<file path="src/sv/polygon_normal_newell_assert.svh">
`ifndef POLYGON_NORMAL_NEWELL_ASSERT_SVH
`define POLYGON_NORMAL_NEWELL_ASSERT_SVH

// concurrent check on the rising edge, held off while reset is low
`define PNN_ASSERT(lbl, clk, rst_n, prop, msg) \
  lbl: assert property (@(posedge clk) disable iff (!rst_n) prop) else $error(msg);

// concurrent check that also holds through reset
`define PNN_ASSERT_ALWAYS(lbl, clk, prop, msg) \
  lbl: assert property (@(posedge clk) prop) else $error(msg);

`endif

</file>
<file path="src/sv/pnn_pkg.sv">
`default_nettype none

package pnn_pkg;

  localparam int DEF_MAX_POLY_VERTS = 256;
  localparam int COORD_W = 16;
  localparam int AREA_W = 48;
  localparam int QUEUE_DEPTH = 2;
  localparam int AREA_SHIFT = 44;
  localparam int AREA_SAT_BIT = 92;
  localparam int LIMIT_SHIFT = 30;
  localparam int QUOT_W = 16;

  localparam logic [15:0] THRESHOLD_RESET = 16'd1;
  localparam logic [15:0] NORM_POS_MAX = 16'h7fff;
  localparam logic [15:0] NORM_NEG_MAX = 16'h8000;

  localparam logic [0:0] REG_LENGTH_THRESHOLD = 1'b0;

  // accumulator width: a 34-bit edge term summed over the held vertices plus closing edge
  function automatic int acc_width(input int max_verts);
    return 35 + $clog2(max_verts + 1);
  endfunction

  localparam int DEF_ACC_W = acc_width(DEF_MAX_POLY_VERTS);

  typedef enum logic [1:0] {
    FR_ACCEPT,
    FR_CLOSE_MUL,
    FR_CLOSE_ADD
  } front_state_t;

  typedef enum logic [2:0] {
    BK_IDLE,
    BK_SQUARE,
    BK_CHECK,
    BK_SQRT,
    BK_DIV_INIT,
    BK_DIV_STEP,
    BK_DONE
  } back_state_t;

  typedef struct packed {
    logic full;
    logic empty;
  } q_stat_t;

endpackage

`default_nettype wire

</file>
<file path="src/sv/pnn_queue.sv">
`default_nettype none

module pnn_queue import pnn_pkg::*; #(
  parameter int WIDTH = 3 * DEF_ACC_W,
  parameter int DEPTH = QUEUE_DEPTH
) (
  input  wire logic             clk,
  input  wire logic             rst_n,
  input  wire logic             push,
  input  wire logic [WIDTH-1:0] wdata,
  input  wire logic             pop,
  output logic [WIDTH-1:0]      rdata,
  output q_stat_t               stat
);

  localparam int PTR_W = (DEPTH > 1) ? $clog2(DEPTH) : 1;
  localparam int CNT_W = $clog2(DEPTH + 1);

  logic [WIDTH-1:0] slot_r [DEPTH];
  logic [PTR_W-1:0] wr_ptr_r, rd_ptr_r;
  logic [CNT_W-1:0] count_r;

  assign rdata = slot_r[rd_ptr_r];
  assign stat.full = (count_r == CNT_W'(DEPTH));
  assign stat.empty = (count_r == '0);

  always_ff @(posedge clk) begin
    if (push) slot_r[wr_ptr_r] <= wdata;
  end

  always_ff @(posedge clk) begin
    if (!rst_n) begin
      wr_ptr_r <= '0;
      rd_ptr_r <= '0;
      count_r <= '0;
    end else begin
      if (push) begin
        wr_ptr_r <= (wr_ptr_r == PTR_W'(DEPTH - 1)) ? '0 : wr_ptr_r + PTR_W'(1);
      end
      if (pop) begin
        rd_ptr_r <= (rd_ptr_r == PTR_W'(DEPTH - 1)) ? '0 : rd_ptr_r + PTR_W'(1);
      end
      if (push && !pop) count_r <= count_r + CNT_W'(1);
      else if (pop && !push) count_r <= count_r - CNT_W'(1);
    end
  end

endmodule

`default_nettype wire

</file>
<file path="config.mk">
export PLATFORM = sky130hd
export DESIGN_NAME = pnn_queue
export DESIGN_NICKNAME = d
export VERILOG_FILES = /design/src/sv/polygon_normal_newell_assert.svh /design/src/sv/pnn_pkg.sv /design/src/sv/pnn_queue.sv
export SDC_FILE = /design/constraint.sdc
export NUM_CORES = 1
export LEC_CHECK = 0
export ABC_AREA = 1
export BUFFER_PORTS_ARGS = -buffer_cell sky130_fd_sc_hd__buf_4
export CAP_MARGIN = 10
export CORE_MARGIN = 4
export CORE_UTILIZATION = 52
export DETAILED_ROUTE_END_ITERATION = 8
export GPL_TIMING_DRIVEN = 0
export PLACE_DENSITY = 0.79
export REMOVE_ABC_BUFFERS = 1
export SLEW_MARGIN = 40
export SYNTH_ARGS = -nofsm -noshare
export SYNTH_HDL_FRONTEND = slang
export SYNTH_SLANG_ARGS = --single-unit
</file>
<file path="constraint.sdc">
create_clock -name clk -period 10.84 [get_ports clk]
set_input_delay 2.71 -clock clk [delete_from_list [all_inputs] [get_ports clk]]
set_output_delay 2.71 -clock clk [all_outputs]
set_load 0.02 [all_outputs]
</file>
After elaboration in Yosys (flattened, before gate mapping). Memory sizes are Yosys's and may differ from the RTL's. A register that Yosys moved wholly into a read port is not among the register bits. Cells that the tools add are included.

Flip-flop bits (word level): 4. RAM bits: 264. Input bits: 136. Word-level logic and storage cells: 23. Memories kept: 1.

Add/subtract/negate cells: 4. Eq/ne operators: 1. Muxes and demuxes: 8. Reduce and logical (&&, ||, !) cells: 6.

Memory list: slot_r (depth 2, width 132, rd ports 1, clocked after memory_dff 1, write ports 1, line pnn_queue.sv:19) `logic [WIDTH-1:0] slot_r [DEPTH];`.

Operators by type and width (number): $mux W1 (6); $mux W2 (2); $add A1 B1 Y1 const B (2); $add A2 B1 Y2 const B (1); $eq A2 B2 Y1 const B (1); $logic_and A1 B1 Y1 (2); $logic_not A1 Y1 (2); $logic_not A2 Y1 (1); $reduce_bool A2 Y1 (1); $sub A2 B1 Y2 const B (1).

Logic depth before layout (Yosys ltp).
Depth after elaboration: 4. Mapped depth: 8.

Worst setup path after synthesis. OpenSTA, ideal clock, no wires.

Path kind: input-to-reg. From: in push. To: mem slot_r[0][0] (netlist name), enable pin. Setup time: 628 ps. Data arrival time: 8271 ps. Required time: 10212 ps. Path slack: 1941 ps. Stages: 2. Path buffers: 0. Path through: inv_1 -> nor2_1.

Longest elaborated chain between the ends: 2.

Ends and longest elaborated chain: start, declared (line pnn_queue.sv:9) `input wire logic push,`; $mux W1 (line pnn_queue.sv:28) `if (push) slot_r[wr_ptr_r] <= wdata;`; $mux W1 (implied by the code) (line pnn_queue.sv:28); end, declared (line pnn_queue.sv:19).

No other way between the ends.

==> metrics.log <==
[metrics] outcome: finished, final reports clean
[metrics] worst hold slack: 0.552 ns
[metrics] Gate Count Post-Synth: 446
[metrics] setup TNS: 0 ns
[metrics] effective utilization at floorplan: 53.4%
[metrics] drt first-iter violations: 183
[metrics] clock insertion delay at the later pin of the skew report: 0.52 ns
[metrics] TritonCTS clock tree: done
[metrics] Placement Setup Slack: 6.31 ns
[metrics] CTS H-tree depth: 1
[metrics] critical path capture point type: output pin
[metrics] antenna violations before repair: 0
[metrics] actual transition at the worst max-transition pin: 0.457 ns
[metrics] cell repeated most along the worst path: sky130_fd_sc_hd__buf_12
[metrics] maximum number of pins on one net before global-route repair: 73
[metrics] Syn Area/Cell: 22.6 um^2
[metrics] Min Clock Period, post-route: 5.04 ns
[metrics] number of rows in the core area: 50
[metrics] number of port buffers: 269
[metrics] worst stage delay on the critical path: 0.54 ns
[metrics] critical path class: reg -> out
[metrics] top-level I/O count: 270
[metrics] routed length per placed instance: 19.0 um
[metrics] data required time at the worst endpoint: 8.13 ns
[metrics] Std-Cell Core Area: 18900 um^2
[metrics] detailed-routing iteration count for the pre-antenna-repair pass: 4
[metrics] CP Max Fanout: 31
[metrics] hold_buf cts: 0
[metrics] number of warnings issued by yosys: 0
[metrics] last weighted congestion value of the routability-driven placer: 0.738
[metrics] placed wire-length estimate: 13700 um
[metrics] ratio of cells with drive above 1 in the final layout: 59.7%
[metrics] share of synthesized area occupied by flip-flops and latches: 79.6%
[metrics] post-synthesis register bit count: 269
[metrics] power density over the cells: 179 nW/um^2
[metrics] worst rel slew slack: 69.5%
[metrics] number of design rule violations left after detail routing: 0
[metrics] startpoint class of the critical path: flip-flop
[metrics] number of buffers created by CTS: 27
[metrics] net count of the finished layout: 880
[metrics] via density per instance: 4.92
[metrics] Main synth FF type: sky130_fd_sc_hd__edfxtp_1
[metrics] arrival time at the worst endpoint: 2.33 ns
[metrics] crit path max-delay cell type: sky130_fd_sc_hd__dfxtp_4
[metrics] period utilisation layout: 46.5%
[metrics] P_leak: 5.25 nW
[metrics] met1 WL: 7150 um
[metrics] Max Freq: 198 MHz
[metrics] Syn-to-layout area delta: 33.3%
[metrics] clk buf depth: 3
[metrics] Cell Area, Synth: 10100 um^2
[metrics] Max-cap violations: 0
[metrics] count of different cell masters after synthesis: 15
[metrics] top cells by instance count after synthesis: sky130_fd_sc_hd__edfxtp_1, sky130_fd_sc_hd__mux2_4, sky130_fd_sc_hd__mux2_2
[metrics] routed wire length: 19400 um
[metrics] wire length of the first global-routing pass: 29800 um
[metrics] total of cells resized after clock tree synthesis: 0
[metrics] global-route usage over all layers: 17.3%
[metrics] number of buffers and inverters on the critical path: 4
[metrics] remaining number of nets flagged by the antenna check after routing: 0
[metrics] die width: 147 um
[metrics] setup repair after global routing missed its margin: false
[metrics] Met3 Wirelength: 1620 um
[metrics] kind of cell with the highest combined delay on the critical path: buffers and inverters
[metrics] main area contributors after synthesis: sky130_fd_sc_hd__edfxtp_1, sky130_fd_sc_hd__mux2_4, sky130_fd_sc_hd__mux2_2
[metrics] post-CTS setup buffer count: 0
[metrics] kind of path behind the tightest hold check: reg -> reg
[metrics] Remaining Overflow, GRT: 0
[metrics] DR WL met2: 10100 um
[metrics] buffer cell driving the clock tree root: sky130_fd_sc_hd__clkbuf_16
[metrics] die height: 147 um
[metrics] critical path cell sequence: buf_12 -> buf_12 -> buf_12 -> mux2_2 -> buf_4
[metrics] post-synth top area cell: sky130_fd_sc_hd__edfxtp_1
[metrics] final count of hold timing violations: 0
[metrics] antenna cells: 0
[metrics] number of global-route vias before repair: 5570
[metrics] async set-or-reset flop fraction in the synthesized netlist: 0%
[metrics] worst setup margin: 5.80 ns
[metrics] leading cell type by number of instances after synthesis: sky130_fd_sc_hd__edfxtp_1
[metrics] highest signal layer in the routed design: met4
[metrics] Die ar.: 21700 um^2
[metrics] number of placed instances with taps included: 974
[metrics] post-layout total power: 2.41 mW
[metrics] area share of the largest cell type after synthesis: 78.6%
[metrics] maximum VDD drop: 0.143 mV
[metrics] final count of pins violating max slew: 0
[metrics] Post-Layout Cell Count: 1022
[metrics] register clock-pin slew on the reported worst setup and hold paths: 0.06 ns
[metrics] number of sinks driven by the clock tree: 269
[metrics] worst setup skew after layout: 0.0166 ns
[metrics] detailed-route via count: 5031
[metrics] final setup violating endpoints: 0
[metrics] number of enable flip-flop cells after synthesis: 264
state kept, by name, indices dropped and copies added, names as in the netlist, named ones only:
register	count
count_r	2
slot_r	264
wr_ptr_r	1
rd_ptr_r	1
per-stage QoR:
| stage | utilization, % | area [um^2] |
|---|---|---|
| finish | 71.1 | 13400 |
| global route | 71.1 | 13400 |
| CTS | 71.1 | 13400 |
| detailed placement | 66.6 | 12600 |
| global placement | 65.0 | 12300 |
| floorplan | - | 9940 |
worst reg2reg max path: stages (launching register included):
cell                      delay [ns]
sky130_fd_sc_hd__dfxtp_1        0.40
sky130_fd_sc_hd__nand2_1        0.18
sky130_fd_sc_hd__inv_8          0.38
sky130_fd_sc_hd__buf_16         0.38
kinds of logic after synthesis:
logic type	Yosys count	synth area share, %
and+or+nand+nor	19	0.744
muxes	132	17.7
buffers and inverters	23	1.70
adders and majority gates	1	0.124
DFF	269	79.6
AOI/OAI and AO/OA	2	0.0992
final cells by class:
class,instances,area [um^2]
flip-flops and latches,269,8030
inverters,8,37.5
repair buffers,283,2300
clock buffers,37,743
fillers,1193,5460
clock inverters,11,103
multi-input cells,154,1890
well taps,260,325
report_power, final:
group / total (mW) / switching (mW) / internal (mW)
combinational: 0.315 / 0.154 / 0.160
sequential: 1.22 / 0.0163 / 1.20
clock: 0.875 / 0.352 / 0.523
total: 2.41 / 0.522 / 1.89
layer usage:
layer / up-vias / global-route usage [%]
li1: 2352 / -
met1: 2436 / 20.2
met2: 206 / 31.3
met3: 37 / 4.90
met4: 0 / 5.13
met5: - / 0
worst paths after layout:
path / to / depth (start not counted) / slack [ns] / start
worst min register to register: wr_ptr_r / 2 / 0.55 / wr_ptr_r
worst min-delay path: wr_ptr_r / 2 / 0.55 / wr_ptr_r
worst max-delay path: rdata[9] / 5 / 5.80 / flip-flop
worst max register to register: slot_r[1][49] / 3 / 9.09 / wr_ptr_r
placed cells by master, fill, tap and decap left out:
master	count
sky130_fd_sc_hd__buf_8	5
sky130_fd_sc_hd__buf_16	4
sky130_fd_sc_hd__ha_1	1
sky130_fd_sc_hd__dfxtp_4	1
sky130_fd_sc_hd__inv_1	7
sky130_fd_sc_hd__clkbuf_1	7
sky130_fd_sc_hd__nand3_1	1
sky130_fd_sc_hd__nor2_4	1
sky130_fd_sc_hd__clkbuf_8	3
sky130_fd_sc_hd__nand4_1	1
sky130_fd_sc_hd__clkbuf_16	27
sky130_fd_sc_hd__edfxtp_1	264
sky130_fd_sc_hd__clkinv_2	4
sky130_fd_sc_hd__buf_12	5
sky130_fd_sc_hd__inv_8	1
sky130_fd_sc_hd__clkinv_1	4
sky130_fd_sc_hd__mux2_4	80
sky130_fd_sc_hd__buf_4	269
sky130_fd_sc_hd__o21ai_0	1
sky130_fd_sc_hd__nand2_1	8
sky130_fd_sc_hd__dfxtp_1	4
sky130_fd_sc_hd__clkinvlp_4	1
sky130_fd_sc_hd__a21oi_1	1
sky130_fd_sc_hd__bufinv_16	2
sky130_fd_sc_hd__mux2_2	52
sky130_fd_sc_hd__nor2_1	8
Note: power is estimated with default switching activity, not from simulation.
