### src/sv/polygon_normal_newell_assert.svh
`ifndef POLYGON_NORMAL_NEWELL_ASSERT_SVH
`define POLYGON_NORMAL_NEWELL_ASSERT_SVH

// concurrent check on the rising edge, held off while reset is low
`define PNN_ASSERT(lbl, clk, rst_n, prop, msg) \
  lbl: assert property (@(posedge clk) disable iff (!rst_n) prop) else $error(msg);

// concurrent check that also holds through reset
`define PNN_ASSERT_ALWAYS(lbl, clk, prop, msg) \
  lbl: assert property (@(posedge clk) prop) else $error(msg);

`endif

### src/sv/pnn_pkg.sv
`default_nettype none

package pnn_pkg;

  localparam int DEF_MAX_POLY_VERTS = 256;
  localparam int COORD_W = 16;
  localparam int AREA_W = 48;
  localparam int QUEUE_DEPTH = 2;
  localparam int AREA_SHIFT = 44;
  localparam int AREA_SAT_BIT = 92;
  localparam int LIMIT_SHIFT = 30;
  localparam int QUOT_W = 16;

  localparam logic [15:0] THRESHOLD_RESET = 16'd1;
  localparam logic [15:0] NORM_POS_MAX = 16'h7fff;
  localparam logic [15:0] NORM_NEG_MAX = 16'h8000;

  localparam logic [0:0] REG_LENGTH_THRESHOLD = 1'b0;

  // accumulator width: a 34-bit edge term summed over the held vertices plus closing edge
  function automatic int acc_width(input int max_verts);
    return 35 + $clog2(max_verts + 1);
  endfunction

  localparam int DEF_ACC_W = acc_width(DEF_MAX_POLY_VERTS);

  typedef enum logic [1:0] {
    FR_ACCEPT,
    FR_CLOSE_MUL,
    FR_CLOSE_ADD
  } front_state_t;

  typedef enum logic [2:0] {
    BK_IDLE,
    BK_SQUARE,
    BK_CHECK,
    BK_SQRT,
    BK_DIV_INIT,
    BK_DIV_STEP,
    BK_DONE
  } back_state_t;

  typedef struct packed {
    logic full;
    logic empty;
  } q_stat_t;

endpackage

`default_nettype wire

### src/sv/pnn_front.sv
`default_nettype none

module pnn_front import pnn_pkg::*; #(
  parameter int MAX_POLY_VERTS = DEF_MAX_POLY_VERTS,
  parameter int ACC_W = DEF_ACC_W
) (
  input  wire logic                       clk,
  input  wire logic                       rst_n,
  input  wire logic                       push,
  output logic                            full,
  input  wire logic signed [COORD_W-1:0]  vertex_x,
  input  wire logic signed [COORD_W-1:0]  vertex_y,
  input  wire logic signed [COORD_W-1:0]  vertex_z,
  input  wire logic                       last_vertex,
  output logic                            q_push,
  output logic [3*ACC_W-1:0]              q_data,
  input  wire q_stat_t                    q_stat
);

  localparam int CNT_W = $clog2(MAX_POLY_VERTS + 1);
  localparam int DS_W = COORD_W + 1;
  localparam int PROD_W = 2 * DS_W;

  front_state_t state_r, state_nxt;

  logic signed [COORD_W-1:0] first_r [3];
  logic signed [COORD_W-1:0] prev_r [3];
  logic signed [COORD_W-1:0] cur [3];
  logic signed [COORD_W-1:0] va [3];
  logic signed [ACC_W-1:0]   acc_r [3];
  logic signed [ACC_W-1:0]   prod_r [3];
  logic signed [ACC_W-1:0]   edge_term [3];
  logic                      in_poly_r;
  logic [CNT_W-1:0]          cnt_r;
  logic                      accept;
  logic                      room;

  assign accept = push && !full;
  assign room = cnt_r < CNT_W'(MAX_POLY_VERTS);

  always_comb begin
    cur[0] = vertex_x;
    cur[1] = vertex_y;
    cur[2] = vertex_z;
    for (int k = 0; k < 3; k++) begin
      va[k] = (state_r == FR_CLOSE_MUL) ? first_r[k] : cur[k];
    end
  end

  // newell terms of the edge from the previous vertex to va
  for (genvar k = 0; k < 3; k++) begin : g_edge
    logic signed [DS_W-1:0]   diff;
    logic signed [DS_W-1:0]   sum;
    logic signed [PROD_W-1:0] prod;
    assign diff = DS_W'(prev_r[(k + 1) % 3]) - DS_W'(va[(k + 1) % 3]);
    assign sum = DS_W'(prev_r[(k + 2) % 3]) + DS_W'(va[(k + 2) % 3]);
    assign prod = diff * sum;
    assign edge_term[k] = ACC_W'(prod);
    assign q_data[k*ACC_W +: ACC_W] = acc_r[k] + prod_r[k];
  end

  always_comb begin
    state_nxt = state_r;
    unique case (state_r)
      FR_ACCEPT: begin
        if (accept && last_vertex) state_nxt = FR_CLOSE_MUL;
      end
      FR_CLOSE_MUL: state_nxt = FR_CLOSE_ADD;
      FR_CLOSE_ADD: begin
        if (!q_stat.full) state_nxt = FR_ACCEPT;
      end
      default: state_nxt = FR_ACCEPT;
    endcase
  end

  always_comb begin
    full = (state_r != FR_ACCEPT);
    q_push = (state_r == FR_CLOSE_ADD) && !q_stat.full;
  end

  always_ff @(posedge clk) begin
    if (!rst_n) begin
      state_r <= FR_ACCEPT;
      in_poly_r <= 1'b0;
      cnt_r <= '0;
      for (int k = 0; k < 3; k++) begin
        acc_r[k] <= '0;
        prod_r[k] <= '0;
        first_r[k] <= '0;
        prev_r[k] <= '0;
      end
    end else begin
      state_r <= state_nxt;
      unique case (state_r)
        FR_ACCEPT: begin
          if (accept && !in_poly_r) begin
            in_poly_r <= 1'b1;
            cnt_r <= CNT_W'(1);
            for (int k = 0; k < 3; k++) begin
              first_r[k] <= cur[k];
              prev_r[k] <= cur[k];
              acc_r[k] <= '0;
              prod_r[k] <= '0;
            end
          end else begin
            for (int k = 0; k < 3; k++) acc_r[k] <= acc_r[k] + prod_r[k];
            if (accept && room) begin
              cnt_r <= cnt_r + CNT_W'(1);
              for (int k = 0; k < 3; k++) begin
                prod_r[k] <= edge_term[k];
                prev_r[k] <= cur[k];
              end
            end else begin
              for (int k = 0; k < 3; k++) prod_r[k] <= '0;
            end
          end
        end
        FR_CLOSE_MUL: begin
          // closing edge back to the first vertex
          for (int k = 0; k < 3; k++) begin
            acc_r[k] <= acc_r[k] + prod_r[k];
            prod_r[k] <= edge_term[k];
          end
        end
        FR_CLOSE_ADD: begin
          if (!q_stat.full) begin
            in_poly_r <= 1'b0;
            cnt_r <= '0;
            for (int k = 0; k < 3; k++) prod_r[k] <= '0;
          end
        end
        default: ;
      endcase
    end
  end

endmodule

`default_nettype wire

### config.mk
export PLATFORM = sky130hd
export DESIGN_NAME = pnn_front
export DESIGN_NICKNAME = d
export VERILOG_FILES = /design/src/sv/polygon_normal_newell_assert.svh /design/src/sv/pnn_pkg.sv /design/src/sv/pnn_front.sv
export SDC_FILE = /design/constraint.sdc
export NUM_CORES = 2
export LEC_CHECK = 0
export BUFFER_PORTS_ARGS = -buffer_cell sky130_fd_sc_hd__buf_2
export CORE_ASPECT_RATIO = 1.4
export CORE_MARGIN = 1.5
export CORE_UTILIZATION = 30
export CTS_BUF_LIST = sky130_fd_sc_hd__clkbuf_8
export DETAILED_ROUTE_END_ITERATION = 6
export PLACE_DENSITY = 0.55
export SLEW_MARGIN = 40
export SYNTH_ARGS = -nofsm -noshare
export SYNTH_HDL_FRONTEND = slang
export SYNTH_SLANG_ARGS = --single-unit
### constraint.sdc
create_clock -name clk -period 9.7 [get_ports clk]
set_clock_uncertainty 0.2 [all_clocks]
set_input_delay 0.485 -clock clk [delete_from_list [all_inputs] [get_ports clk]]
set_output_delay 0.485 -clock clk [all_outputs]
set_load 0.02 [all_outputs]
Word level (Yosys, flattened, before mapping)
Memory sizes are Yosys's and may differ from the RTL's.
Index checks and enable logic that the tools add are counted.

storage, ports and cells
  bits of input ports = 54
  bits in latches = 0
  output and inout port bits = 134
  bits in writable memories = 360
  ROM bits = 0
  flip-flop bits (word level) = 12
  memories = 4
  logic and storage cells = 146

memories
  name     words  bits a word  read ports  clocked after memory_dff  wr ports  RTL line         text
  acc_r    3      44           3           0                         3         pnn_front.sv:30  logic signed [ACC_W-1:0] acc_r [3];
  prod_r   3      44           3           0                         3         pnn_front.sv:31  logic signed [ACC_W-1:0] prod_r [3];
  first_r  3      16           3           0                         3         pnn_front.sv:26  logic signed [COORD_W-1:0] first_r [3];
  prev_r   3      16           3           0                         3         pnn_front.sv:27  logic signed [COORD_W-1:0] prev_r [3];

operators by class
  $lt $le $gt $ge = 1
  equality and inequality tests = 6
  mux-type cells = 72
  $add $sub $neg = 10
  bitwise gates (word level) = 33
  reduce and logical (&&, ||, !) cells = 14
  shift operators = 0
  $mul = 3
  div/mod/pow operators = 0

operators with widths
  kind                                                  count
  two-way mux 44 bit                                    24
  two-way mux 16 bit                                    12
  adder 44 bit                                          3
  multiplier 17 x 17 -> 34 bit                          3
  adder 16 x 16 -> 17 bit                               3
  subtractor 16 x 16 -> 17 bit                          3
  OR 1 bit                                              33
  two-way mux 1 bit                                     28
  two-way mux 9 bit                                     3
  one-hot mux 9 bit (2 select lines)                    1
  adder 9 x 1 -> 9 bit (second input constant)          1
  less-than comparator 9 bit (second input constant)    1
  inequality test 2 bit (second input constant)         3
  one-hot mux 2 bit (3 select lines)                    1
  AND reduction 3 bit                                   2
  logical AND 1 bit                                     5
  two-way mux 2 bit                                     2
  nonzero test 2 bit                                    2
  zero test 1 bit                                       3
  inequality test 3 bit (second input constant)         1
  equality test 2 x 1 -> 1 bit (second input constant)  1
  equality test 2 bit (second input constant)           1
  zero test 2 bit                                       1
  one-hot mux 1 bit (2 select lines)                    1
  AND reduction 2 bit                                   1

Logic depth before layout (Yosys ltp)
  depth after elaboration = 13
  depth in mapped cells = 41
  depth with buffers taken out = 38

Worst setup path before layout
No wires, ideal clock.

  kind = register -> register
  from = register state_r[1]
  to = memory prod_r[0][71] (netlist name) (data pin)
  library setup time = 273 ps
  stages on the path, launching flop included = 39
  path slack = -296 ps
  data required time = 9,227 ps
  arrival time = 9,522 ps
  period minus slack after synthesis = 9,996 ps
  path buffers = 3
  cell sequence = dfxtp_1 clkinv_1 nand2_1 clkbuf_1 clkbuf_1 mux2_2 ha_1 fa_1 o21bai_1 a21oi_1 o21ba_2 o31ai_1 a2111oi_1 o21ai_0 a21o_1 xnor2_1 buf_2 nand2_1 [... 3 more ...] inv_1 fa_1 inv_1 fa_1 fa_1 inv_1 fa_1 inv_1 ha_1 a2111o_1 a311o_1 a31o_2 nand3_1 nand2_1 a21o_1 a21o_1 a2111oi_0 nor4_1

RTL lines
  item                      RTL line         text
  start: declaration        pnn_front.sv:24  front_state_t state_r, state_nxt;
  start signal: assignment  pnn_front.sv:93  state_r <= state_nxt;
  end: declaration          pnn_front.sv:31

==> results.yml <==
clock_network:
  clock-sinks: 342
  clk_latency_ns: 0.80
  cts_tree: "built"
  clkTransAtPathRegs_ns: 0.06
  cts_buffers: 73
  h-tree-depth: 3
  cts_root_buf: "clkbuf_8"
  cts_buffer_depth: 3
timing:
  fmax_mhz: 107
  fin_crit_ns: 9.35
  finalSetupViolations: 0
  finalMaxSlewViolations: 0
  slew_headroom_pct: 43.1
  tns_ns: 0
  holdWs_ns: 0.116
  hold_violations: 0
  min_period_over_period_pct: 96.4
  worstMarginPinSlew_ns: 0.847
synthesis:
  syn-instance-count: 5855
  yosysWarnings: 0
  syn_nets: 7301
  ys.flop_type: "edfxtp_1"
  ys_async_sr_fraction_pct: 0
  avgSynthCellArea_um2: 9.56
  synth-seq-area-share_pct: 18.1
  synth_top_cell_area_share_pct: 32.1
  synth_area_leader_cell: "fa_1"
  synthTopCellsByArea: "fa_1, edfxtp_1, ha_1"
  synth_edf_count: 330
  synth.distinct_cells: 92
  syn_area_um2: 56000
  synth-seq-cells: 342
drt:
  dr.pass1.iters: 7
  drt.antenna.violating_nets: 0
  routed_via_density: 4.73
  wl_per_cell_um: 17.8
  drc: 0
  vias: 41900
  drt_iter0_drc: 1701
  wirelength_mm: 158
cells_and_area:
  n_fill_cell: 18900
  drive_above_1_share_pct: 13.2
  area_growth_pct: 15.8
  nets: 7795
  final_cells: 8868
place:
  place_congestion: 0.900
  hpwl_mm: 130
  placed_cells: 8653
  port_buffers: 186
setup_path:
  critPathKind: "reg -> reg"
  cp_max_fo: 8
  critPathMostFrequentCell: "fa_1"
  worstRegToRegCells: 36
  cp-start-kind: "flop"
  slowest_delay_ns: 0.52
  worstPathArrival_ns: 9.66
  cp-end-kind: "flop"
  worstPathRequired_ns: 10.00
  cpMaxStageDelayCell: "fa_1"
floorplan:
  dieArea_um2: 189000
  rows: 187
  ios: 188
  initial_core_util_pct: 30.2
  core_um2: 186000
  die_w_um: 368
  die_h_um: 514
min_path:
  min_path_cells: 4
  hp-class: "in -> reg"
global_route:
  grt_pass1_vias: 45600
  antenna_found_initial: 37
  track_usage_pct: 16.9
  grt_pass1_wl_mm: 251
  grt_overflow_total: 0
  grt_max_degree: 66
outcome:
  outcome: "completed"
run:
  drv_cap: 0
path summary, 6_finish.rpt:
path	from	end	slack, ns
max	state_r[1]$_SDFFE_PN0P_	prod_r[0][75]$_SDFFCE_PP0P_	0.35
min	push	in_poly_r$_SDFFE_PN0P_	0.12
max reg2reg	state_r[1]$_SDFFE_PN0P_	prod_r[0][75]$_SDFFCE_PP0P_	0.35
min reg2reg	cnt_r[6]$_SDFFE_PN0P_	cnt_r[6]$_SDFFE_PN0P_	0.31
kinds of logic (layout without fill, tap and decap cells):
kind of cell,count (synthesis),count (layout),share of synthesized area (%)
xor+xnor,348,348,5.47
mux,59,59,1.17
buf+inv,1218,1763,8.24
other cells,0,11,0
flops,342,342,18.1
simple gates,1757,1757,15.1
fa+ha+maj,1392,1392,43.1
compound gates,739,739,8.74
stage by stage:
stage | setup slack (ns) | utilization [%] | instance area (um^2)
detailed placement | 0.0405 | 33.5 | 62100
CTS | 0.0158 | 34.5 | 64000
global route | -0.0614 | 34.9 | 64800
global placement | 0.0434 | 33.4 | 62000
finish | 0.346 | 35.0 | 64900
floorplan | 0.0211 | - | 56000
metal layers:
metal	routed length [um]	track usage [%]	vias up	part of all wire [%]
met5	329	0	-	0.21
met4	5700	6.00	46	3.6
met3	6550	2.74	307	4.1
met2	82500	31.5	789	52
met1	62800	19.2	21200	40
li1	-	-	19600	-
critical path, delay by kind of cell (launching register included):
family / cells / cell delay, ns
AOI/OAI and AO/OA: 12 / 2.45
adders and majority gates: 8 / 3.54
DFF: 1 / 0.33
buffers and inverters: 7 / 0.69
and+or+nand+nor: 6 / 1.13
xor gates and xnor gates: 2 / 0.31
muxes: 1 / 0.39
flip-flops by register name, summed over array words and instances, names as in the netlist:
signal	count
prod_r	102
prev_r	48
first_r	48
acc_r	132
in_poly_r	1
state_r	2
cnt_r	9
area by class of cell:
cell class | instances | area (um^2) | area share, %
Clock buffer | 75 | 1030 | 1.59
Sequential cell | 342 | 10200 | 15.7
Multi-Input combinational cell | 4295 | 41900 | 64.6
Timing Repair Buffer | 590 | 4390 | 6.76
Inverter | 1047 | 3930 | 6.06
Tap cell | 2457 | 3070 | 4.74
Antenna cell | 11 | 27.5 | 0.0424
Clock inverter | 51 | 342 | 0.527
layout by cell type, fill, tap and decap left out, types with 11 or more instances in the layout:
master,count
o21ai_0,102
nor2_1,421
buf_12,16
nor3_1,72
nand2b_1,67
clkinv_1,13
buf_2,186
inv_1,1067
o31ai_1,11
nor2b_1,113
a21o_1,129
or3_1,11
nand3_1,31
xnor2_2,19
or2_2,21
a21oi_1,199
clkbuf_8,75
o21bai_1,49
buf_6,11
dfxtp_1,11
edfxtp_1,330
xor2_1,113
a21oi_2,22
nand4_1,32
ha_1,491
fa_1,888
a211oi_1,18
a31oi_1,31
nand2_1,551
dlygate4sd3_1,52
and2_1,337
xnor2_1,210
buf_4,323
mux2_2,52
o211ai_1,18
diode_2,11
and3_1,37
o21a_1,27
what timing repair did:
item / 4_1_cts / 5_1_grt
hold endpoints to repair: 100 / 0
setup buffers: 0 / 26
setup endpoints to repair: 0 / 33
resized for setup: 0 / 119
hold buffers: 52 / 0
Yosys cell counts, types with 12 or more instances:
master,count
and3_1,38
o211ai_1,18
nor2b_1,116
mux2_2,52
xnor2_1,230
a21o_1,129
o21ai_0,113
buf_2,13
or2_2,22
edfxtp_1,330
xor2_1,116
nand2b_1,67
and2_1,337
o31ai_1,13
nand2_1,555
clkbuf_1,149
o21bai_1,53
a211oi_1,18
ha_1,495
or3_1,12
dfxtp_1,12
fa_1,897
a21oi_1,220
a31oi_1,35
nor2_1,424
inv_1,1046
nor3_1,76
nand3_1,32
o21a_1,27
nand4_1,32
Power is not shown: default switching activity piles up to over one toggle a cycle in this logic, so the estimate is an artifact.
