$ cat src/sv/polygon_normal_newell_assert.svh
`ifndef POLYGON_NORMAL_NEWELL_ASSERT_SVH
`define POLYGON_NORMAL_NEWELL_ASSERT_SVH

// concurrent check on the rising edge, held off while reset is low
`define PNN_ASSERT(lbl, clk, rst_n, prop, msg) \
  lbl: assert property (@(posedge clk) disable iff (!rst_n) prop) else $error(msg);

// concurrent check that also holds through reset
`define PNN_ASSERT_ALWAYS(lbl, clk, prop, msg) \
  lbl: assert property (@(posedge clk) prop) else $error(msg);

`endif

$ cat src/sv/pnn_pkg.sv
`default_nettype none

package pnn_pkg;

  localparam int DEF_MAX_POLY_VERTS = 256;
  localparam int COORD_W = 16;
  localparam int AREA_W = 48;
  localparam int QUEUE_DEPTH = 2;
  localparam int AREA_SHIFT = 44;
  localparam int AREA_SAT_BIT = 92;
  localparam int LIMIT_SHIFT = 30;
  localparam int QUOT_W = 16;

  localparam logic [15:0] THRESHOLD_RESET = 16'd1;
  localparam logic [15:0] NORM_POS_MAX = 16'h7fff;
  localparam logic [15:0] NORM_NEG_MAX = 16'h8000;

  localparam logic [0:0] REG_LENGTH_THRESHOLD = 1'b0;

  // accumulator width: a 34-bit edge term summed over the held vertices plus closing edge
  function automatic int acc_width(input int max_verts);
    return 35 + $clog2(max_verts + 1);
  endfunction

  localparam int DEF_ACC_W = acc_width(DEF_MAX_POLY_VERTS);

  typedef enum logic [1:0] {
    FR_ACCEPT,
    FR_CLOSE_MUL,
    FR_CLOSE_ADD
  } front_state_t;

  typedef enum logic [2:0] {
    BK_IDLE,
    BK_SQUARE,
    BK_CHECK,
    BK_SQRT,
    BK_DIV_INIT,
    BK_DIV_STEP,
    BK_DONE
  } back_state_t;

  typedef struct packed {
    logic full;
    logic empty;
  } q_stat_t;

endpackage

`default_nettype wire

$ cat src/sv/pnn_back.sv
`default_nettype none

module pnn_back import pnn_pkg::*; #(
  parameter int ACC_W = DEF_ACC_W
) (
  input  wire logic               clk,
  input  wire logic               rst_n,
  input  wire logic [3*ACC_W-1:0] q_data,
  input  wire q_stat_t            q_stat,
  output logic                    q_pop,
  input  wire logic [15:0]        threshold,
  input  wire logic               pop,
  output logic                    empty,
  output logic signed [15:0]      normal_x,
  output logic signed [15:0]      normal_y,
  output logic signed [15:0]      normal_z,
  output logic [AREA_W-1:0]       squared_area,
  output logic                    degenerate
);

  localparam int SQ_W = 2 * ACC_W;
  localparam int NCH = (ACC_W + 15) / 16;
  localparam int PAD_W = NCH * 16;
  localparam int CH_W = (NCH > 1) ? $clog2(NCH) : 1;
  localparam int RM_W = ACC_W + 3;
  localparam int IT_W = $clog2(ACC_W + 1);
  localparam int LIM_W = 32 + LIMIT_SHIFT;
  localparam int CMP_W = (SQ_W > LIM_W) ? SQ_W : LIM_W;
  localparam int SX_W = (SQ_W > AREA_SAT_BIT) ? SQ_W : AREA_SAT_BIT + 1;
  localparam int NUM_W = ACC_W + QUOT_W;
  localparam int QI_W = $clog2(QUOT_W + 1);
  localparam logic [1:0] LAST_COMP = 2'd2;

  back_state_t state_r, state_nxt;

  logic signed [ACC_W-1:0] c_r [3];
  logic [ACC_W-1:0]        m_r [3];
  logic [1:0]              comp_r;
  logic [CH_W-1:0]         chunk_r;
  logic [SQ_W-1:0]         t_r, s_r, rad_r;
  logic [31:0]             thr_sq_r;
  logic [RM_W-1:0]         rem_r;
  logic [ACC_W-1:0]        root_r;
  logic [IT_W-1:0]         iter_r;
  logic [ACC_W-1:0]        drem_r;
  logic [15:0]             dlow_r, quo_r;
  logic [QI_W-1:0]         dcnt_r;
  logic [15:0]             nrm_r [3];
  logic [AREA_W-1:0]       area_r;
  logic                    deg_r;
  logic                    out_valid_r;
  logic                    load_out;

  logic [ACC_W-1:0]        m_sel;
  logic [PAD_W-1:0]        m_pad;
  logic [15:0]             chunk;
  logic [ACC_W+15:0]       sq_prod;
  logic [SQ_W-1:0]         t_nxt;
  logic [CMP_W-1:0]        lim;
  logic                    deg_c;
  logic [SX_W-1:0]         s_x;
  logic [AREA_W-1:0]       area_c;
  logic [RM_W-1:0]         rem_t, trial;
  logic                    sq_ge;
  logic [NUM_W-1:0]        num;
  logic [ACC_W:0]          r2, lw;
  logic                    dge;
  logic [15:0]             q_fin, q_pos, q_neg, nrm_c;

  assign m_sel = m_r[comp_r];
  assign m_pad = PAD_W'(m_sel);
  assign chunk = m_pad[chunk_r*16 +: 16];
  assign sq_prod = (ACC_W + 16)'(m_sel) * (ACC_W + 16)'(chunk);
  assign t_nxt = SQ_W'({t_r, 16'b0}) + SQ_W'(sq_prod);

  assign lim = CMP_W'({thr_sq_r, {LIMIT_SHIFT{1'b0}}});
  assign deg_c = CMP_W'(s_r) <= lim;
  assign s_x = SX_W'(s_r);
  assign area_c = (|s_x[SX_W-1:AREA_SAT_BIT]) ? '1 : s_x[AREA_SAT_BIT-1:AREA_SHIFT];

  assign rem_t = RM_W'({rem_r, rad_r[SQ_W-1 -: 2]});
  assign trial = RM_W'({root_r, 2'b01});
  assign sq_ge = rem_t >= trial;

  assign num = NUM_W'({m_sel, 15'b0}) + NUM_W'(root_r >> 1);
  assign r2 = {drem_r, dlow_r[15]};
  assign lw = (ACC_W + 1)'(root_r);
  assign dge = r2 >= lw;
  assign q_fin = {quo_r[14:0], dge};
  assign q_pos = (q_fin > NORM_POS_MAX) ? NORM_POS_MAX : q_fin;
  assign q_neg = (q_fin > NORM_NEG_MAX) ? NORM_NEG_MAX : q_fin;
  assign nrm_c = c_r[comp_r][ACC_W-1] ? 16'(~q_neg + 16'd1) : q_pos;

  always_comb begin
    state_nxt = state_r;
    unique case (state_r)
      BK_IDLE:     if (!q_stat.empty) state_nxt = BK_SQUARE;
      BK_SQUARE:   if (chunk_r == '0 && comp_r == LAST_COMP) state_nxt = BK_CHECK;
      BK_CHECK:    state_nxt = deg_c ? BK_DONE : BK_SQRT;
      BK_SQRT:     if (iter_r == IT_W'(1)) state_nxt = BK_DIV_INIT;
      BK_DIV_INIT: state_nxt = BK_DIV_STEP;
      BK_DIV_STEP: begin
        if (dcnt_r == QI_W'(1)) state_nxt = (comp_r == LAST_COMP) ? BK_DONE : BK_DIV_INIT;
      end
      BK_DONE:     if (load_out) state_nxt = BK_IDLE;
      default:     state_nxt = BK_IDLE;
    endcase
  end

  always_comb begin
    q_pop = (state_r == BK_IDLE) && !q_stat.empty;
    load_out = (state_r == BK_DONE) && (!out_valid_r || pop);
    empty = !out_valid_r;
  end

  always_ff @(posedge clk) begin
    if (!rst_n) begin
      state_r <= BK_IDLE;
      out_valid_r <= 1'b0;
    end else begin
      state_r <= state_nxt;
      if (load_out) out_valid_r <= 1'b1;
      else if (pop) out_valid_r <= 1'b0;
    end
  end

  always_ff @(posedge clk) begin
    unique case (state_r)
      BK_IDLE: begin
        if (q_pop) begin
          for (int k = 0; k < 3; k++) begin
            c_r[k] <= q_data[k*ACC_W +: ACC_W];
            m_r[k] <= q_data[k*ACC_W + ACC_W - 1] ? ACC_W'(-q_data[k*ACC_W +: ACC_W])
                                                  : q_data[k*ACC_W +: ACC_W];
          end
          s_r <= '0;
          t_r <= '0;
          comp_r <= '0;
          chunk_r <= CH_W'(NCH - 1);
          thr_sq_r <= threshold * threshold;
        end
      end
      BK_SQUARE: begin
        if (chunk_r == '0) begin
          s_r <= s_r + t_nxt;
          t_r <= '0;
          chunk_r <= CH_W'(NCH - 1);
          comp_r <= (comp_r == LAST_COMP) ? '0 : comp_r + 2'd1;
        end else begin
          t_r <= t_nxt;
          chunk_r <= chunk_r - CH_W'(1);
        end
      end
      BK_CHECK: begin
        area_r <= area_c;
        deg_r <= deg_c;
        // axis fallback, ties give the zero vector
        nrm_r[0] <= (c_r[0] > c_r[1] && c_r[0] > c_r[2]) ? NORM_POS_MAX : '0;
        nrm_r[1] <= (c_r[1] > c_r[0] && c_r[1] > c_r[2]) ? NORM_POS_MAX : '0;
        nrm_r[2] <= (c_r[2] > c_r[0] && c_r[2] > c_r[1]) ? NORM_POS_MAX : '0;
        rad_r <= s_r;
        rem_r <= '0;
        root_r <= '0;
        iter_r <= IT_W'(ACC_W);
        comp_r <= '0;
      end
      BK_SQRT: begin
        rem_r <= sq_ge ? rem_t - trial : rem_t;
        root_r <= {root_r[ACC_W-2:0], sq_ge};
        rad_r <= {rad_r[SQ_W-3:0], 2'b00};
        iter_r <= iter_r - IT_W'(1);
      end
      BK_DIV_INIT: begin
        drem_r <= num[NUM_W-1:QUOT_W];
        dlow_r <= num[QUOT_W-1:0];
        quo_r <= '0;
        dcnt_r <= QI_W'(QUOT_W);
      end
      BK_DIV_STEP: begin
        drem_r <= dge ? ACC_W'(r2 - lw) : r2[ACC_W-1:0];
        dlow_r <= {dlow_r[14:0], 1'b0};
        quo_r <= q_fin;
        dcnt_r <= dcnt_r - QI_W'(1);
        if (dcnt_r == QI_W'(1)) begin
          nrm_r[comp_r] <= nrm_c;
          comp_r <= (comp_r == LAST_COMP) ? '0 : comp_r + 2'd1;
        end
      end
      BK_DONE: begin
        if (load_out) begin
          normal_x <= nrm_r[0];
          normal_y <= nrm_r[1];
          normal_z <= nrm_r[2];
          squared_area <= area_r;
          degenerate <= deg_r;
        end
      end
      default: ;
    endcase
  end

endmodule

`default_nettype wire

$ cat config.mk
export PLATFORM = sky130hd
export DESIGN_NAME = pnn_back
export DESIGN_NICKNAME = d
export VERILOG_FILES = /design/src/sv/polygon_normal_newell_assert.svh /design/src/sv/pnn_pkg.sv /design/src/sv/pnn_back.sv
export SDC_FILE = /design/constraint.sdc
export NUM_CORES = 2
export LEC_CHECK = 0
export ABC_AREA = 1
export BUFFER_PORTS_ARGS = -buffer_cell sky130_fd_sc_hd__buf_2
export CAP_MARGIN = 30
export CORE_AREA = 5 5 544 546
export CTS_BUF_LIST = sky130_fd_sc_hd__clkbuf_4
export CTS_CLUSTER_DIAMETER = 80
export DETAILED_ROUTE_END_ITERATION = 6
export DIE_AREA = 0 0 549 551
export HOLD_SLACK_MARGIN = 0.08
export PLACE_DENSITY_LB_ADDON = 0.25
export SLEW_MARGIN = 20
export SYNTH_ARGS = -nofsm -noshare
export SYNTH_HDL_FRONTEND = slang
export SYNTH_SLANG_ARGS = --single-unit
$ cat constraint.sdc
create_clock -name clk -period 75 [get_ports clk]
set_input_delay 18.75 -clock clk [delete_from_list [all_inputs] [get_ports clk]]
set_output_delay 18.75 -clock clk [all_outputs]
set_load 0.02 [all_outputs]
# After elaboration in Yosys (flattened, before gate mapping)
# Memories as Yosys holds them, arrays and structs flattened. A register that Yosys moved wholly into a read port is not among the register bits.
# Index checks and enable logic that the tools add are counted.
# op_classes
add_sub_neg,13
mul,2
n_lt_le_gt_ge,11
n_eq_ne,16
n_shift,1
n_mux,55
n_bitwise,1
reduce_logical,23
# ops
op,n
88-bit one-hot mux with 2 select lines,2
44-bit greater-than comparator,6
44-bit two-way mux,4
88-bit two-way mux,2
44-bit one-hot mux with 2 select lines,2
72-bit one-hot mux with 2 select lines,1
44-bit negator,3
45-bit one-hot mux with 2 select lines,1
88-bit by 60-bit adder with 88-bit output,1
88-bit adder,1
88-bit by 62-bit less-or-equal comparator with 1-bit output,1
72-bit two-way mux,1
16-bit two-way mux,4
59-bit by 43-bit adder with 60-bit output,1
44-bit by 16-bit multiplier with 60-bit output,1
48-bit by 7-bit variable part select with 16-bit output,1
47-bit by 46-bit >= comparator with 1-bit output,1
45-bit by 44-bit >= comparator with 1-bit output,1
15-bit two-way mux,3
45-bit two-way mux,1
45-bit subtractor,1
44-bit subtractor,1
16-bit by 16-bit multiplier with 32-bit output,1
16-bit one-hot mux with 2 select lines,1
36 further kinds,80
# totals
regBits,553
mem_bits_rw,312
input_bits,153
out_inout_bits,99
wordCells,144
memories,3
# memory_table
memory,depth,word_bits,rd,rd_clocked_by_memory_dff,wr,line,rtl
c_r,3,44,4,1,3,pnn_back.sv:36,logic signed [ACC_W-1:0] c_r [3];
m_r,3,44,1,1,3,pnn_back.sv:37,logic [ACC_W-1:0] m_r [3];
nrm_r,3,16,3,3,3,pnn_back.sv:48,logic [15:0] nrm_r [3];

# Longest topological paths before layout
# logic_depth
word_depth,7
ltp_mapped,54
ltp_nobuf,50

# Worst setup path after synthesis
# Ideal clock, no wire load.
# synth_path
path_type,input -> output
start,input q_stat[0] (netlist bit)
end,output q_pop
arrival_time_ns,46.668
setup_slack_ns,9.582
stages,1
n_path_buf,0
path_cell_list,nor4_1
# synth_between
elab_chain_cells,2
# synth_lines
item,line,rtl
from (decl),pnn_back.sv:9,"input wire q_stat_t q_stat,"
1-bit logical NOT,pnn_back.sv:111,q_pop = (state_r == BK_IDLE) && !q_stat.empty;
1-bit logical AND,pnn_back.sv:111,
to (decl),pnn_back.sv:10,"output logic q_pop,"
# Every way passes these cells.

# Worst setup path in the final report
# Ends and elaborated chain as after synthesis.

==> flow_summary.html <==
<table>
<tr><th>Metric</th><th>Value</th></tr>
<tr><th colspan="2">Clock network</th></tr>
<tr><td>Latest clock arrival within the worst-skew pair</td><td>1290 ps</td></tr>
<tr><td>Max H-tree Level</td><td>5</td></tr>
<tr><td>Cts repair resizes</td><td>0</td></tr>
<tr><td>Setup bufs post-CTS</td><td>0</td></tr>
<tr><td>Reg clk slew, reported paths</td><td>60 ps</td></tr>
<tr><td>Worst-case clock buffer depth</td><td>4</td></tr>
<tr><td>Number of hold-repair buffers added at the cts stage</td><td>0</td></tr>
<tr><td>CTS Root Cell</td><td>sky130_fd_sc_hd__clkbuf_4</td></tr>
<tr><td>CTS tree</td><td>yes</td></tr>
<tr><td># clock sinks</td><td>911</td></tr>
<tr><td>Number of CTS-inserted buffers</td><td>roughly 280</td></tr>
<tr><th colspan="2">STA</th></tr>
<tr><td>Share of the clock period used by the worst path</td><td>51.7%</td></tr>
<tr><td>Hold Violations, Final</td><td>0</td></tr>
<tr><td>Achievable clock frequency</td><td>approximately 26 MHz</td></tr>
<tr><td>Final-report max-slew violation count</td><td>0</td></tr>
<tr><td>Max transition margin</td><td>a little over a quarter</td></tr>
<tr><td>Crit path setup slack, layout</td><td>roughly 36000 ps</td></tr>
<tr><td>Worst-margin pin slew</td><td>1100 ps</td></tr>
<tr><td>Shortest clock period the worst path allows after layout</td><td>38740 ps</td></tr>
<tr><td>Final setup violating endpoints</td><td>0</td></tr>
<tr><td>Setup repair after global routing missed its margin</td><td>no</td></tr>
<tr><td>Clk_skew</td><td>189 ps</td></tr>
<tr><td>Fin Setup TNS</td><td>0 ps</td></tr>
<tr><th colspan="2">Route</th></tr>
<tr><td>Pre-Repair DR Iteration Count</td><td>6</td></tr>
<tr><td>Per-cell routed wire length</td><td>20.5 microns</td></tr>
<tr><td>Detailed-route via count</td><td>71.9k</td></tr>
<tr><td>Final ANT Viol Nets</td><td>0</td></tr>
<tr><td>Final WL</td><td>301000 microns</td></tr>
<tr><td>Routed vias/inst</td><td>between 4 and 5</td></tr>
<tr><td>Total DRC errors in the routed layout</td><td>0</td></tr>
<tr><td>Drt first-iter violations</td><td>5217</td></tr>
<tr><th colspan="2">Yosys</th></tr>
<tr><td>Count of state elements after synthesis</td><td>911</td></tr>
<tr><td>Most frequently used flop master after synthesis</td><td>sky130_fd_sc_hd__edfxtp_1</td></tr>
<tr><td>Async set or reset register ratio after synthesis</td><td>0%</td></tr>
<tr><td>Number of different library cells in the post-synthesis netlist</td><td>72</td></tr>
<tr><td>Post-Syn Area</td><td>86600 sq um</td></tr>
<tr><td>Count of mapped cells out of synthesis</td><td>10.2k</td></tr>
<tr><td>Portion of the post-synthesis area used by sequential elements</td><td>31.5%</td></tr>
<tr><td>Count of flip-flops with a built-in enable after synthesis</td><td>between 900 and 1k</td></tr>
<tr><td>Syn_area_per_cell</td><td>8.48 sq um</td></tr>
<tr><td>Number of synthesis warnings</td><td>0</td></tr>
<tr><th colspan="2">Global route</th></tr>
<tr><td>Vias in the first global route</td><td>74.8k</td></tr>
<tr><td>Total global-route track usage</td><td>~20%</td></tr>
<tr><td>Wire length of the first global-routing pass</td><td>458000 microns</td></tr>
<tr><td>Largest net degree at the start of global routing</td><td>142</td></tr>
<tr><td>Initial antenna violation count</td><td>24</td></tr>
<tr><td>Remaining global-route overflow</td><td>0</td></tr>
<tr><th colspan="2">Floorplan</th></tr>
<tr><td>Row Count</td><td>198</td></tr>
<tr><td>Top-level port count</td><td>252</td></tr>
<tr><td>Die width</td><td>~550 microns</td></tr>
<tr><td>DIE HEIGHT</td><td>approximately 550 microns</td></tr>
<tr><td>Floorplan Core Area</td><td>290000 sq um</td></tr>
<tr><td>Starting utilization of the core area</td><td>between 20% and 30%</td></tr>
<tr><td>Total Die Area</td><td>302000 sq um</td></tr>
<tr><th colspan="2">Cells and area</th></tr>
<tr><td>Share of layout cells above drive strength 1</td><td>between 8 and 9%</td></tr>
<tr><td>Commonest cells after routing, fill and taps aside</td><td>1991 x sky130_fd_sc_hd__nand2_1, 1951 x sky130_fd_sc_hd__inv_1, 1073 x sky130_fd_sc_hd__nor2_1</td></tr>
<tr><td>Area growth, synth to finish</td><td>10.9%</td></tr>
<tr><td>Count of non-filler cells in the finished layout</td><td>14.7k</td></tr>
<tr><td>Net count of the finished layout</td><td>12.2k</td></tr>
<tr><td>Most common library cell in the layout ignoring fill and taps</td><td>sky130_fd_sc_hd__nand2_1</td></tr>
<tr><th colspan="2">Setup path</th></tr>
<tr><td>Count of buffer and inverter cells on the critical path</td><td>3</td></tr>
<tr><td>Kind of launch point of the worst setup path</td><td>primary input</td></tr>
<tr><td>Worst-path cell chain</td><td>buf_2 -&gt; nor4_2 -&gt; buf_4 -&gt; buf_2</td></tr>
<tr><td>CP dominant cell by count</td><td>sky130_fd_sc_hd__buf_2</td></tr>
<tr><td>Slowest CP cell</td><td>sky130_fd_sc_hd__buf_4</td></tr>
<tr><td>Critical path fanouts, max</td><td>34</td></tr>
<tr><td>Kind of critical path</td><td>in2out</td></tr>
<tr><td>Slack of the worst reg-to-reg path</td><td>about 60000 ps</td></tr>
<tr><td>CP peak stage delay</td><td>640 ps</td></tr>
<tr><td>Worst EP required</td><td>56250 ps</td></tr>
<tr><td>Data arrival, critical path</td><td>19990 ps</td></tr>
<tr><td>Dominant delay contributor by cell family on the critical path</td><td>buffers and inverters</td></tr>
<tr><td>Critical path capture point type</td><td>output pin</td></tr>
<tr><th colspan="2">Placement</th></tr>
<tr><td>Post-place setup slack</td><td>36210 ps</td></tr>
<tr><td>Global placer's final weighted congestion</td><td>0.950</td></tr>
<tr><td>HPWL after detailed placement</td><td>around 240000 microns</td></tr>
<tr><td>Total placed cells including tap cells</td><td>between 10k and 15k</td></tr>
<tr><td>Count of input and output buffers</td><td>246</td></tr>
<tr><th colspan="2">Hold path</th></tr>
<tr><td>Hold Path Class</td><td>reg2reg</td></tr>
<tr><th colspan="2">Job</th></tr>
<tr><td>Number of max-capacitance violations reported</td><td>0</td></tr>
<tr><th colspan="2">Status</th></tr>
<tr><td>Outcome</td><td>complete, no violations</td></tr>
</table>
[routing by layer]
layer / part of all wire [%] / global-route usage, % / vias up
li1: - / - / 33800
met1: 43 / 25.7 / 35300
met2: 47 / 33.1 / 2319
met3: 6.5 / 3.28 / 567
met4: 3.7 / 6.90 / 12
met5: 0.026 / 0 / -
[kinds of logic (layout without fill, tap and decap cells)]
family	count (synthesis)	count (layout)	share of synthesized area (%)
other	1	14	0.00433
XOR/XNOR	323	323	3.27
AND/OR/NAND/NOR	3671	3671	17.2
AO/OA/AOI/OAI	1634	1634	10.6
buffers and inverters	2246	2808	9.91
flip-flops	911	911	31.5
multiplexers	2	2	0.0260
adder cells (fa/ha/maj)	1423	1423	27.5
[worst min-delay path, delay by kind of cell (launching register included)]
kind | cells | cell delay (ps)
DFF | 1 | 310
and+or+nand+nor | 2 | 110
[cell type report]
cell class / instances / area, sq um
diodes: 10 / 25.0
clock buffers: 397 / 2980
clock inverters: 74 / 473
fillers: 30700 / 194000
inverters: 1986 / 7460
multi-input cells: 7057 / 50900
flip-flops and latches: 911 / 27300
well taps: 3900 / 4880
repair buffers: 351 / 2090
[per-stage QoR]
step | area (sq um) | hold slack (ps) | util, %
floorplan | 86600 | 400 | -
global placement | 92500 | 406 | 31.9
detailed placement | 92500 | 405 | 31.9
CTS | 96000 | 390 | 33.1
global route | 96100 | 422 | 33.1
finish | 96100 | 407 | 33.1
[path summary, 6_finish.rpt]
path / start / to / cells past startpoint
worst max-delay path: q_stat[0] / q_pop / 4
worst min-delay path: rad_r[1] / rad_r[3] / 2
worst max register to register: flip-flop / s_r[85] / 44
worst min register to register: rad_r[1] / rad_r[3] / 2
[flip-flops by register name, indices dropped and copies added (netlist names), 31 cells and up, named ones only]
| name | cells |
|---|---|
| root_r | 44 |
| m_r | 129 |
| rad_r | 88 |
| area_r | 44 |
| rem_r | 45 |
| t_r | 72 |
| thr_sq_r | 31 |
| squared_area | 44 |
| s_r | 88 |
| drem_r | 44 |
| c_r | 132 |
| nrm_r | 48 |
[cells in the mapped netlist, drive strengths merged (2+ instances only)]
master	instances	area, sq um
dfxtp	6	120
a22oi	2	15.0
nor2	1093	4150
edfxtp	905	27200
buf	93	500
nand2	2002	7550
nand3b	4	30.0
a21boi	13	101
nor3b	3	27.5
o21ai	575	2950
and3	6	37.5
inv	1967	7380
xor2	187	1640
nor4	66	425
ha	626	7830
o221a	2	22.5
o41ai	4	35.0
o21a	58	435
nor3	113	632
a2111oi	3	26.3
nand3	273	1390
clkinv	19	71.3
a21oi	701	3520
and2	9	56.3
or2	21	131
o21bai	39	308
clkbuf	167	627
xnor2	136	1190
a221oi	5	43.8
o31ai	14	115
a31oi	72	450
fa	797	16000
o2111ai	12	105
a31o	7	61.3
o221ai	6	52.6
a21o	43	323
nand4	79	494
mux2	2	22.5
a211oi	17	128
o211ai	55	423
Power is left out: the tool's default activity adds up to more than one toggle a clock period on the data nets, which glitch-free logic cannot reach.
